===== src/rtl/yrgb_pkg.sv =====
`default_nettype none
// ----------------------------------------------------------------------------
// yrgb_pkg - shared types and constants for the YCbCr pair converter
// Fixed-point reciprocals of the four chroma coefficients and the term types.
// ----------------------------------------------------------------------------
package yrgb_pkg;

  // Fraction bits of the reciprocal constants. With a chroma magnitude of at
  // most 128 the rounding error stays below 1/50000, the finest step of any
  // exact quotient, so floor(mag * R >> FRAC) equals the exact quotient.
  localparam int unsigned FRAC = 24;
  localparam int unsigned RECIP_W = 26;
  localparam int unsigned PROD_W = RECIP_W + 8;
  localparam int unsigned TERM_W = 9;
  localparam int unsigned SUM_W = 11;

  // ceil(K * 2^FRAC / D) on the reduced ratios.
  localparam logic [63:0] RECIP_UB_W = ((64'd443 << FRAC) + 64'd249) / 64'd250;
  localparam logic [63:0] RECIP_UG_W = ((64'd17207 << FRAC) + 64'd49999) / 64'd50000;
  localparam logic [63:0] RECIP_VG_W = ((64'd35707 << FRAC) + 64'd49999) / 64'd50000;
  localparam logic [63:0] RECIP_VR_W = ((64'd701 << FRAC) + 64'd499) / 64'd500;

  localparam logic [RECIP_W-1:0] RECIP_UB = RECIP_UB_W[RECIP_W-1:0];
  localparam logic [RECIP_W-1:0] RECIP_UG = RECIP_UG_W[RECIP_W-1:0];
  localparam logic [RECIP_W-1:0] RECIP_VG = RECIP_VG_W[RECIP_W-1:0];
  localparam logic [RECIP_W-1:0] RECIP_VR = RECIP_VR_W[RECIP_W-1:0];

  localparam logic [7:0] CHROMA_ZERO = 8'd128;

  // Signed chroma terms shared by both pixel lanes.
  typedef struct packed {
    logic signed [TERM_W-1:0] ub;
    logic signed [TERM_W-1:0] ug;
    logic signed [TERM_W-1:0] vg;
    logic signed [TERM_W-1:0] vr;
  } yrgb_terms_t;

  // Pipeline enables from the top level to the chroma unit.
  typedef struct packed {
    logic load_mul;
  } yrgb_ctl_t;

endpackage : yrgb_pkg
`default_nettype wire


===== src/rtl/yrgb_chroma.sv =====
`default_nettype none
// ----------------------------------------------------------------------------
// yrgb_chroma - chroma term unit
// Multiplies the chroma magnitudes by the coefficient reciprocals, registers
// the truncated quotients and restores their signs.
// ----------------------------------------------------------------------------
module yrgb_chroma (
  input  wire logic                 clk,
  input  wire yrgb_pkg::yrgb_ctl_t  ctl,
  input  wire logic [7:0]           chroma_blue,
  input  wire logic [7:0]           chroma_red,
  output yrgb_pkg::yrgb_terms_t     terms
);
  import yrgb_pkg::*;

  logic [7:0]        mag_c;
  logic [7:0]        mag_d;
  logic              neg_c_in;
  logic              neg_d_in;
  logic [PROD_W-1:0] prod_ub;
  logic [PROD_W-1:0] prod_ug;
  logic [PROD_W-1:0] prod_vg;
  logic [PROD_W-1:0] prod_vr;

  logic [TERM_W-1:0] q_ub;
  logic [TERM_W-1:0] q_ug;
  logic [TERM_W-1:0] q_vg;
  logic [TERM_W-1:0] q_vr;
  logic              neg_c;
  logic              neg_d;

  // Sign and magnitude of the offset chroma; 128 - x never exceeds 128.
  assign neg_c_in = (chroma_blue < CHROMA_ZERO);
  assign neg_d_in = (chroma_red < CHROMA_ZERO);
  assign mag_c = neg_c_in ? (CHROMA_ZERO - chroma_blue) : (chroma_blue - CHROMA_ZERO);
  assign mag_d = neg_d_in ? (CHROMA_ZERO - chroma_red) : (chroma_red - CHROMA_ZERO);

  assign prod_ub = PROD_W'(mag_c) * PROD_W'(RECIP_UB);
  assign prod_ug = PROD_W'(mag_c) * PROD_W'(RECIP_UG);
  assign prod_vg = PROD_W'(mag_d) * PROD_W'(RECIP_VG);
  assign prod_vr = PROD_W'(mag_d) * PROD_W'(RECIP_VR);

  always_ff @(posedge clk) begin
    if (ctl.load_mul) begin
      q_ub  <= prod_ub[FRAC+TERM_W-1:FRAC];
      q_ug  <= prod_ug[FRAC+TERM_W-1:FRAC];
      q_vg  <= prod_vg[FRAC+TERM_W-1:FRAC];
      q_vr  <= prod_vr[FRAC+TERM_W-1:FRAC];
      neg_c <= neg_c_in;
      neg_d <= neg_d_in;
    end
  end

  // Truncation toward zero: negate the floored magnitude.
  assign terms.ub = neg_c ? -$signed(q_ub) : $signed(q_ub);
  assign terms.ug = neg_c ? -$signed(q_ug) : $signed(q_ug);
  assign terms.vg = neg_d ? -$signed(q_vg) : $signed(q_vg);
  assign terms.vr = neg_d ? -$signed(q_vr) : $signed(q_vr);

endmodule : yrgb_chroma
`default_nettype wire


===== src/rtl/yrgb_lane.sv =====
`default_nettype none
// ----------------------------------------------------------------------------
// yrgb_lane - one pixel lane
// Combines the shared chroma terms with one luma sample, saturates and packs 5-6-5.
// ----------------------------------------------------------------------------
module yrgb_lane (
  input  wire logic [7:0]             luma,
  input  wire yrgb_pkg::yrgb_terms_t  terms,
  output logic [15:0]                 rgb
);
  import yrgb_pkg::*;

  logic signed [SUM_W-1:0] y_s;
  logic signed [SUM_W-1:0] sum_b;
  logic signed [SUM_W-1:0] sum_g;
  logic signed [SUM_W-1:0] sum_r;
  logic [7:0]              b;
  logic [7:0]              g;
  logic [7:0]              r;

  function automatic logic [7:0] sat_byte(input logic signed [SUM_W-1:0] v);
    logic [7:0] res;
    if (v < 0) begin
      res = 8'd0;
    end else if (v > 255) begin
      res = 8'hFF;
    end else begin
      res = v[7:0];
    end
    return res;
  endfunction

  assign y_s   = $signed({3'b000, luma});
  assign sum_b = y_s + SUM_W'(terms.ub);
  assign sum_g = y_s - SUM_W'(terms.ug) - SUM_W'(terms.vg);
  assign sum_r = y_s + SUM_W'(terms.vr);

  assign b = sat_byte(sum_b);
  assign g = sat_byte(sum_g);
  assign r = sat_byte(sum_r);

  assign rgb = {r[7:3], g[7:2], b[7:3]};

endmodule : yrgb_lane
`default_nettype wire


===== src/rtl/yuv420_to_rgb565_pair.sv =====
`default_nettype none
// ----------------------------------------------------------------------------
// yuv420_to_rgb565_pair - YCbCr to RGB565 converter, one pixel pair per word
// Two-stage pipeline: chroma terms, then two pixel lanes and a packing stage.
// ----------------------------------------------------------------------------
// Each input word carries two adjacent luma samples and the Cb/Cr pair they
// share; each output word holds two RGB565 pixels, left pixel in bits 15:0.
// The block takes one word per clock and keeps that rate as long as the sink
// takes one word per clock. From input acceptance to output valid, the first
// stage registers the four chroma quotients (one 8 x 26 bit constant
// multiply each, truncated toward zero), the second stage runs both pixel
// lanes (add, saturate to 0..255, 5-6-5 pack) into the output register.
// Ready to the source is combinational from the sink's ready through the
// two stages, so stalls propagate in the same cycle and no word is dropped.
// There are no configuration registers; reset clears only the valid flags.
// ----------------------------------------------------------------------------
module yuv420_to_rgb565_pair (
  input  wire logic        clk,
  input  wire logic        rst,
  input  wire logic        item_valid,
  output logic             item_ready,
  input  wire logic [7:0]  luma_left,
  input  wire logic [7:0]  luma_right,
  input  wire logic [7:0]  chroma_blue,
  input  wire logic [7:0]  chroma_red,
  output logic             pixel_valid,
  input  wire logic        pixel_ready,
  output logic [31:0]      pixel_pair
);
  import yrgb_pkg::*;

  logic        s1_valid;
  logic        s1_valid_next;
  logic        pixel_valid_next;
  logic        out_free;
  logic        out_load;
  logic        s1_load;
  logic [7:0]  s1_luma_left;
  logic [7:0]  s1_luma_right;
  logic [15:0] rgb_left;
  logic [15:0] rgb_right;
  yrgb_ctl_t   ctl;
  yrgb_terms_t terms;

  // Advance each stage when the one after it can take its word.
  assign out_free   = !pixel_valid || pixel_ready;
  assign out_load   = s1_valid && out_free;
  assign item_ready = !s1_valid || out_free;
  assign s1_load    = item_valid && item_ready;

  assign ctl.load_mul = s1_load;

  always_comb begin
    s1_valid_next = s1_valid;
    if (s1_load) begin
      s1_valid_next = 1'b1;
    end else if (out_load) begin
      s1_valid_next = 1'b0;
    end
  end

  always_comb begin
    pixel_valid_next = pixel_valid;
    if (out_load) begin
      pixel_valid_next = 1'b1;
    end else if (pixel_ready) begin
      pixel_valid_next = 1'b0;
    end
  end

  always_ff @(posedge clk) begin
    if (rst) begin
      s1_valid    <= 1'b0;
      pixel_valid <= 1'b0;
    end else begin
      s1_valid    <= s1_valid_next;
      pixel_valid <= pixel_valid_next;
    end
  end

  // Hold the luma samples alongside the chroma quotients.
  always_ff @(posedge clk) begin
    if (s1_load) begin
      s1_luma_left  <= luma_left;
      s1_luma_right <= luma_right;
    end
  end

  yrgb_chroma u_chroma (
    .clk         (clk),
    .ctl         (ctl),
    .chroma_blue (chroma_blue),
    .chroma_red  (chroma_red),
    .terms       (terms)
  );

  // Both lanes share the same chroma terms.
  yrgb_lane u_lane_left (
    .luma  (s1_luma_left),
    .terms (terms),
    .rgb   (rgb_left)
  );

  yrgb_lane u_lane_right (
    .luma  (s1_luma_right),
    .terms (terms),
    .rgb   (rgb_right)
  );

  // Merge the lanes into the output word; left pixel in the low half.
  always_ff @(posedge clk) begin
    if (out_load) begin
      pixel_pair <= {rgb_right, rgb_left};
    end
  end

endmodule : yuv420_to_rgb565_pair
`default_nettype wire


===== config.mk =====
export PLATFORM = sky130hd
export DESIGN_NAME = yuv420_to_rgb565_pair
export DESIGN_NICKNAME = d
export VERILOG_FILES = /design/src/rtl/yrgb_pkg.sv /design/src/rtl/yrgb_chroma.sv /design/src/rtl/yrgb_lane.sv /design/src/rtl/yuv420_to_rgb565_pair.sv
export SDC_FILE = /design/constraint.sdc
export NUM_CORES = 1
export LEC_CHECK = 0
export BUFFER_PORTS_ARGS = -buffer_cell sky130_fd_sc_hd__clkbuf_2
export CAP_MARGIN = 0
export CORE_MARGIN = 2
export CORE_UTILIZATION = 39
export DETAILED_ROUTE_END_ITERATION = 10
export HOLD_SLACK_MARGIN = 0.12
export PLACE_DENSITY = 0.6
export REMOVE_ABC_BUFFERS = 1
export SKIP_CTS_REPAIR_TIMING = 1
export SLEW_MARGIN = 20
export SYNTH_ARGS = -nofsm -noshare
export SYNTH_HDL_FRONTEND = slang
export SYNTH_HIERARCHICAL = 1
export SYNTH_SLANG_ARGS = --single-unit

===== constraint.sdc =====
create_clock -name clk -period 6.1 [get_ports clk]
set_clock_uncertainty 0.15 [all_clocks]
set_input_delay 0 -clock clk [delete_from_list [all_inputs] [get_ports clk]]
set_output_delay 0 -clock clk [all_outputs]
set_load 0.02 [all_outputs]

==> flow_metrics.tcl, run 1 <==
set metrics [dict create \
    start_util 0.396 \
    synth.ff_latch_count 85 \
    grt_max_degree 52 \
    fillCellCount 3757 \
    grt_pass1_wl_mm 57.9 \
    grt_pass1_vias 11600 \
    hp-start "item_valid" \
    drt_iter0_drc 366 \
    final_cells 2238 \
    synth.most_common_cell "inv_1" \
    r2r-end "pixel_pair[25]$_DFFE_PP_" \
    startpoint_type "input port" \
    ys_async_sr_fraction 0 \
    drt-wirelength-per-cell_um 15.6 \
    finalMaxSlewViolations 0 \
    leakage_nw 8.70 \
    layout_setup_ws_ns 0.341 \
    hold_path.class "in2reg" \
    cp_top_family "adder cells" \
    cts_sinks 85 \
    holdPathStages 2 \
    fin_crit_sh 0.944 \
    hold_viol 0 \
    synthCells 1600 \
    synth_top_area_cell "ha_1" \
    die_y_um 202 \
    status "completed" \
    path_cells "dlygate4sd3_1 -> clkbuf_2 -> a31oi_1 -> xor2_1 -> ha_1 -> inv_1 -> xnor2_1 -> inv_1 -> fa_1 -> inv_1 -> fa_1 -> inv_1 -> fa_1 -> inv_1 -> ha_1 -> and3_1 -> a31o_1 -> a221o_1 -> a221oi_2 -> o21ai_1 -> a41o_1 -> and3_1 -> a311oi_1" \
    cts_made_buffers 9 \
    dieArea_sq_um 40900 \
    endpoint_kind "flop" \
    yosys_warnings 6 \
    setup_viol 0 \
    yosysSeqAreaShare 0.165 \
    clk_root_buffer_cell "clkbuf_16" \
    grt_setup_unrepaired "false" \
    io_buffer_count 69 \
    relSlewSlack 0.448 \
    final_nets 2218 \
    cts_tree "yes" \
    synth_edf_count 83 \
    via_per_inst 4.98 \
    drtPass1Iterations 5 \
    power_mw 8.75 \
    rr_worst_depth 12 \
    ioPinCount 70 \
    final_area_sq_um 16900 \
    drive_gt1_frac 0.0866 \
    crit_type "in2reg" \
    clk_pin_slew_ns 0.06 \
    grt_usage 0.176 \
    postRouteAntennaNets 0 \
    worst-path-buf-inv 7 \
    r2r_slack_ns 1.84 \
    min_to "u_chroma/neg_d$_DFFE_PP_" \
    num_vias 11200 \
    cts.path.max_buffers 2 \
    clk_latency_ns 0.34 \
    antenna_cells 0 \
    dp_hpwl_mm 30.3 \
    tns_ns 0 \
    cp_max_fo 9 \
    fmax_mhz 174 \
    ys_top_cells_by_count "357 x inv_1, 305 x ha_1, 162 x fa_1, 99 x a21oi_1, 83 x edfxtp_1" \
    htree_num_levels 3 \
    place_area_sq_um 16500 \
    maxCapViolCount 0 \
    post-place-ws_ns 0.317 \
    netlist_area_sq_um 15300 \
    peakVddDrop_mv 0.261 \
    drt_wl_total_mm 34.8 \
    syn_avg_cell_area_sq_um 9.59 \
    placed_cells 2201 \
    arrival_ns 5.77 \
    cpMostUsedCell "inv_1" \
    yosysTopAreaCellShare 0.249 \
    cp_slowest_stage_delay_ns 0.53 \
    period_minus_slack_ns 5.76 \
    startpoint "chroma_red[7]" \
    coreArea_sq_um 38700 \
    drc 0 \
    syn_to_final_growth_pct 10.4 \
    slowest_stage "dlygate4sd3_1" \
    place.gp.congestion 0.895 \
    synth_flop_cell "edfxtp_1" \
    synth_area_leaders "ha_1 25%, fa_1 21%, edfxtp_1 16%" \
    synth_cell_type_count 84 \
    r2r-start "u_chroma/q_vg[5]$_DFFE_PP_" \
    powerDensity_nw_per_um2 516 \
    die_w_um 202 \
    rows 72 \
    grt_overflow 0 \
    antenna_found_initial 0 \
    critPathRequiredTime_ns 6.11 \
    worst_slew_pin_slew_ns 0.822 \
]
==> cells by family (layout without fill, tap and decap cells) <==
logic type / after synthesis / after routing / synth area share
fa+ha+maj: 468 / 468 / 0.461
flops: 85 / 85 / 0.165
simple gates: 251 / 251 / 0.0851
xor+xnor: 87 / 87 / 0.0497
mux: 7 / 7 / 0.00481
compound gates: 333 / 333 / 0.143
buf+inv: 369 / 489 / 0.0916
==> state kept, by name (all words and copies together) (netlist names), 7 cells and up <==
name           count
s1_luma_right      8
pixel_pair        32
u_chroma/q_vr      9
s1_luma_left       8
u_chroma/q_ug      7
u_chroma/q_vg      8
u_chroma/q_ub      9
==> worst reg2reg max path, cell delays in order, from the launching register on <==
cell and delay [ns]:
edfxtp_1 0.42, or4_1 0.57, o21ai_0 0.24, xnor2_1 0.21, inv_1 0.10, fa_1 0.49, ha_1 0.38, a21o_1 0.22
or4_1 0.40, mux2_2 0.28, a32o_1 0.23, nor2_2 0.19, a21oi_1 0.10
==> stage by stage <==
| step | utilization | hold slack (ns) |
|---|---|---|
| floorplan | - | -0.0876 |
| global placement | 0.425 | 0.0305 |
| detailed placement | 0.425 | 0.0280 |
| CTS | 0.432 | -0.340 |
| global route | 0.437 | 0.214 |
| finish | 0.437 | 0.165 |
==> placed cells by master, fill, tap and decap left out, drive strengths merged, types with 3 or more instances in the layout <==
cell type / Yosys / layout
a221oi: 3 / 3
mux2i: 4 / 4
clkbuf: 5 / 80
nor2b: 11 / 11
o21bai: 10 / 10
a31oi: 13 / 13
nor3b: 4 / 4
nand2b: 20 / 20
a21o: 43 / 43
nand4: 10 / 10
o21a: 11 / 11
dlygate4sd3: 0 / 21
fa: 162 / 162
inv: 357 / 358
nor3: 21 / 21
nor2: 58 / 58
o41ai: 5 / 5
and3: 11 / 11
nand3: 16 / 16
and2: 10 / 10
nand2: 60 / 60
clkinvlp: 0 / 3
a21boi: 3 / 3
xnor2: 57 / 57
or2: 8 / 8
edfxtp: 83 / 83
buf: 7 / 26
o31ai: 15 / 15
a21oi: 104 / 104
ha: 305 / 305
xor2: 30 / 30
or4: 4 / 4
and4: 3 / 3
a31o: 3 / 3
a211oi: 21 / 21
o21ai: 64 / 64
mux2: 3 / 3
or3: 8 / 8
o211ai: 11 / 11
==> where the power goes <==
group	internal, mW	total (mW)	switching (mW)	leakage [nW]
registers	1.03	1.16	0.129	0.820
clock network	0.276	0.494	0.217	0.122
logic	3.03	7.10	4.06	7.76
==> layout make-up <==
cell class | instances | area, sq um | share of cell area
inverter | 357 | 1340 | 0.0791
clock buffer | 11 | 233 | 0.0137
tap | 518 | 648 | 0.0382
clock inverter | 5 | 36.3 | 0.00214
multi-input combinational | 1146 | 11400 | 0.673
timing repair buffer | 116 | 751 | 0.0443
sequential | 85 | 2530 | 0.149
==> how the worst max path moves through the flow <==
stage | slack, ns | cells past startpoint | end
global placement | 0.35 | 24 | u_chroma/q_vr[7]$_DFFE_PP_
detailed placement | 0.32 | 24 | u_chroma/q_vr[7]$_DFFE_PP_
global route | 0.09 | 19 | u_chroma/q_vr[8]$_DFFE_PP_
finish | 0.34 | 23 | u_chroma/q_vr[8]$_DFFE_PP_
CTS | 0.64 | 24 | u_chroma/q_vr[8]$_DFFE_PP_
floorplan | 0.26 | 23 | u_chroma/q_vr[7]$_DFFE_PP_
==> metal layers <==
metal / vias to the layer above / wire, um / global-route usage / part of all wire
met4: 0 / 481 / 0.0378 / 0.014
met1: 5298 / 16300 / 0.235 / 0.47
met5: - / 0 / 0 / 0
met2: 172 / 16900 / 0.311 / 0.49
met3: 28 / 1040 / 0.0132 / 0.030
li1: 5656 / - / - / -
No activity file was read; power rests on OpenSTA's default activity.
==> run 2, diff against run 1 <==
SYNTH_HIERARCHICAL = default   (was 1)
==> flow_metrics.tcl, run 2 <==
set metrics [dict create \
    status "completed" \
    ioPinCount 70 \
    die_y_um 200 \
    r2r-end "pixel_pair[21]$_SDFFCE_PN0P_" \
    syn_avg_cell_area_sq_um 9.49 \
    met3_usage 0.0281 \
    die_w_um 200 \
    grt_max_degree 52 \
    worst_hold_slack_ns 0.214 \
    grt_overflow 0 \
    ys_async_sr_fraction 0 \
    drtPass1Iterations 5 \
    rows 71 \
    place.gp.congestion 0.941 \
    synth.most_common_cell "inv_1" \
    finalMaxSlewViolations 0 \
    synth_top_family_by_area "adder cells" \
    grt_pass1_wl_mm 56.4 \
    r2r_slack_ns 1.78 \
    cts_made_buffers 9 \
    powerDensity_nw_per_um2 502 \
    clk_latency_ns 0.35 \
    min_to "s1_luma_left[0]$_DFFE_PP_" \
    startpoint_type "input port" \
    holdPathStages 2 \
    antenna_found_initial 0 \
    r2r-start "u_chroma.neg_c$_DFFE_PP_" \
    hp-start "luma_left[0]" \
    final_cells 2217 \
    grt_pass1_vias 11300 \
    grt_usage 0.175 \
    drt_iter0_drc 339 \
    busiest_layer "met2" \
    fmax_mhz 176 \
    synth_fa_ha_area_frac 0.467 \
    arrival_ns 5.64 \
    maxCapViolCount 0 \
    coreArea_sq_um 37800 \
    dieArea_sq_um 40200 \
    cts_tree "yes" \
    drt-wirelength-per-cell_um 15.3 \
    num_vias 10900 \
    synthCells 1587 \
    fillCellCount 3729 \
    clk_pin_slew_ns 0.06 \
    final_nets 2203 \
    crit_type "in2reg" \
    yosys_warnings 0 \
    start_util 0.398 \
    muxShareOfSynthArea 0.00283 \
    internal_power_mw 4.20 \
    rr_worst_depth 13 \
    netlist_area_sq_um 15100 \
    dp_hpwl_mm 30.0 \
    yosysSeqAreaShare 0.168 \
    peakVddDrop_mv 0.315 \
    syn_to_final_growth_pct 10.7 \
    io_buffer_count 69 \
    setup_viol 0 \
    largest_reg_flops 32 \
    top_regs "pixel_pair: 32 flops, u_chroma.q_ub: 9 flops, u_chroma.q_vr: 9 flops" \
    synth_area_leaders "ha_1 25%, fa_1 22%, edfxtp_1 17%" \
    synth.ff_latch_count 85 \
    postRouteAntennaNets 0 \
    sw_frac_of_total 0.498 \
    relSlewSlack 0.409 \
    p_seq_frac 0.135 \
    cts_sinks 85 \
    layout_common_cells "397 x inv_1, 303 x ha_1, 162 x fa_1" \
    use_met1 0.226 \
    synth-xor-area-share 0.0535 \
    hold_viol 0 \
    ys_top_cells_by_count "397 x inv_1, 303 x ha_1, 162 x fa_1, 83 x edfxtp_1, 77 x a21oi_1" \
    cp_max_fo 10 \
    drc 0 \
    fin_crit_sh 0.934 \
    hold_path.class "in2reg" \
    final_common_cell "inv_1" \
    pwr-share-clk 0.065 \
    synth_compound_area_frac 0.123 \
    period_minus_slack_ns 5.70 \
    drt_wl_total_mm 34.0 \
    tns_ns 0 \
    synth_top_area_cell "ha_1" \
    cts.path.max_buffers 2 \
    largest-register "pixel_pair" \
    yosysTopAreaCellShare 0.252 \
    antenna_cells 0 \
    leakage_nw 8.75 \
    clk_root_buffer_cell "clkbuf_16" \
    synth_cell_type_count 68 \
    worst_slew_pin_slew_ns 0.876 \
    p_switching_mw 4.17 \
    yosys.area_share.simple 0.0838 \
    htree_num_levels 3 \
    use_met2 0.301 \
    pwr-share-comb 0.800 \
    via_per_inst 4.93 \
    synth_flop_cell "edfxtp_1" \
    synth_edf_count 83 \
    critPathRequiredTime_ns 6.05 \
    drive_gt1_frac 0.0721 \
    placed_cells 2181 \
    endpoint_kind "flop" \
    grt_setup_unrepaired "false" \
]
## run 2: cell type report
cell class / instances / area, sq um / area share
clock buffer: 10 / 229 / 0.0137
clock inverter: 5 / 61.3 / 0.00368
inverter: 397 / 1490 / 0.0894
multi-input combinational: 1098 / 11000 / 0.660
sequential: 85 / 2530 / 0.152
tap: 511 / 639 / 0.0384
timing repair buffer: 111 / 713 / 0.0428
## run 2: kinds of logic (layout without fill, tap and decap cells)
logic type	Yosys count	in the layout
compound gates	281	281
simple gates	256	256
flops	85	85
fa+ha+maj	465	465
buf+inv	404	523
xor+xnor	92	92
mux	4	4
## run 2: worst max-delay path by stage
stage	startpoint	to	slack [ns]	cells after the start
after global routing	chroma_red[7]	u_chroma.q_vr[7]$_DFFE_PP_	0.07	24
after CTS	chroma_red[2]	u_chroma.q_vr[7]$_DFFE_PP_	0.82	23
after detailed placement	chroma_red[2]	u_chroma.q_vr[7]$_DFFE_PP_	0.46	23
after floorplan	chroma_red[0]	u_chroma.q_vr[7]$_DFFE_PP_	0.48	23
after global placement	chroma_red[2]	u_chroma.q_vr[7]$_DFFE_PP_	0.53	23
final	chroma_red[7]	u_chroma.q_vr[7]$_DFFE_PP_	0.40	24
## run 2: power by group through the flow
stage / combinational, mW / sequential (mW) / clock [mW]
after detailed placement: 6.67 / 1.15 / 0
after global placement: 6.55 / 1.14 / 0
after CTS: 6.73 / 1.13 / 0.555
final: 6.70 / 1.13 / 0.540
after floorplan: 5.02 / 1.21 / 0
after global routing: 7.69 / 1.16 / 0.577
## run 2: per-layer routing
metal  wire length [um]  share of wire
met1              15700           0.46
met3               1290          0.038
met2              16200           0.48
met4                868          0.026
met5                  0              0
## run 2: worst max-delay path, cell delays in order
cell and delay, ns:
dlygate4sd3_1 0.54, clkbuf_2 0.22, nor2_1 0.14, nand3_1 0.13
inv_1 0.28, ha_1 0.30, inv_1 0.13, xnor2_1 0.20
inv_1 0.17, fa_1 0.51, inv_1 0.05, fa_1 0.49
inv_1 0.05, fa_1 0.49, inv_1 0.04, ha_1 0.32
a21oi_1 0.15, o21ai_0 0.10, a221o_1 0.38, a41oi_1 0.27
a21oi_1 0.13, nor3_1 0.28, o21bai_1 0.12, xor2_1 0.15
## run 2: per-stage QoR
stage	setup WS, ns	utilization	total power [mW]	area [sq um]
2_1_floorplan	0.480	-	6.22	15000
3_3_place_gp	0.530	0.427	7.69	16200
3_5_place_dp	0.458	0.427	7.81	16200
4_1_cts	0.824	0.435	8.41	16500
5_1_grt	0.0727	0.441	9.42	16700
6_report	0.403	0.441	8.36	16700
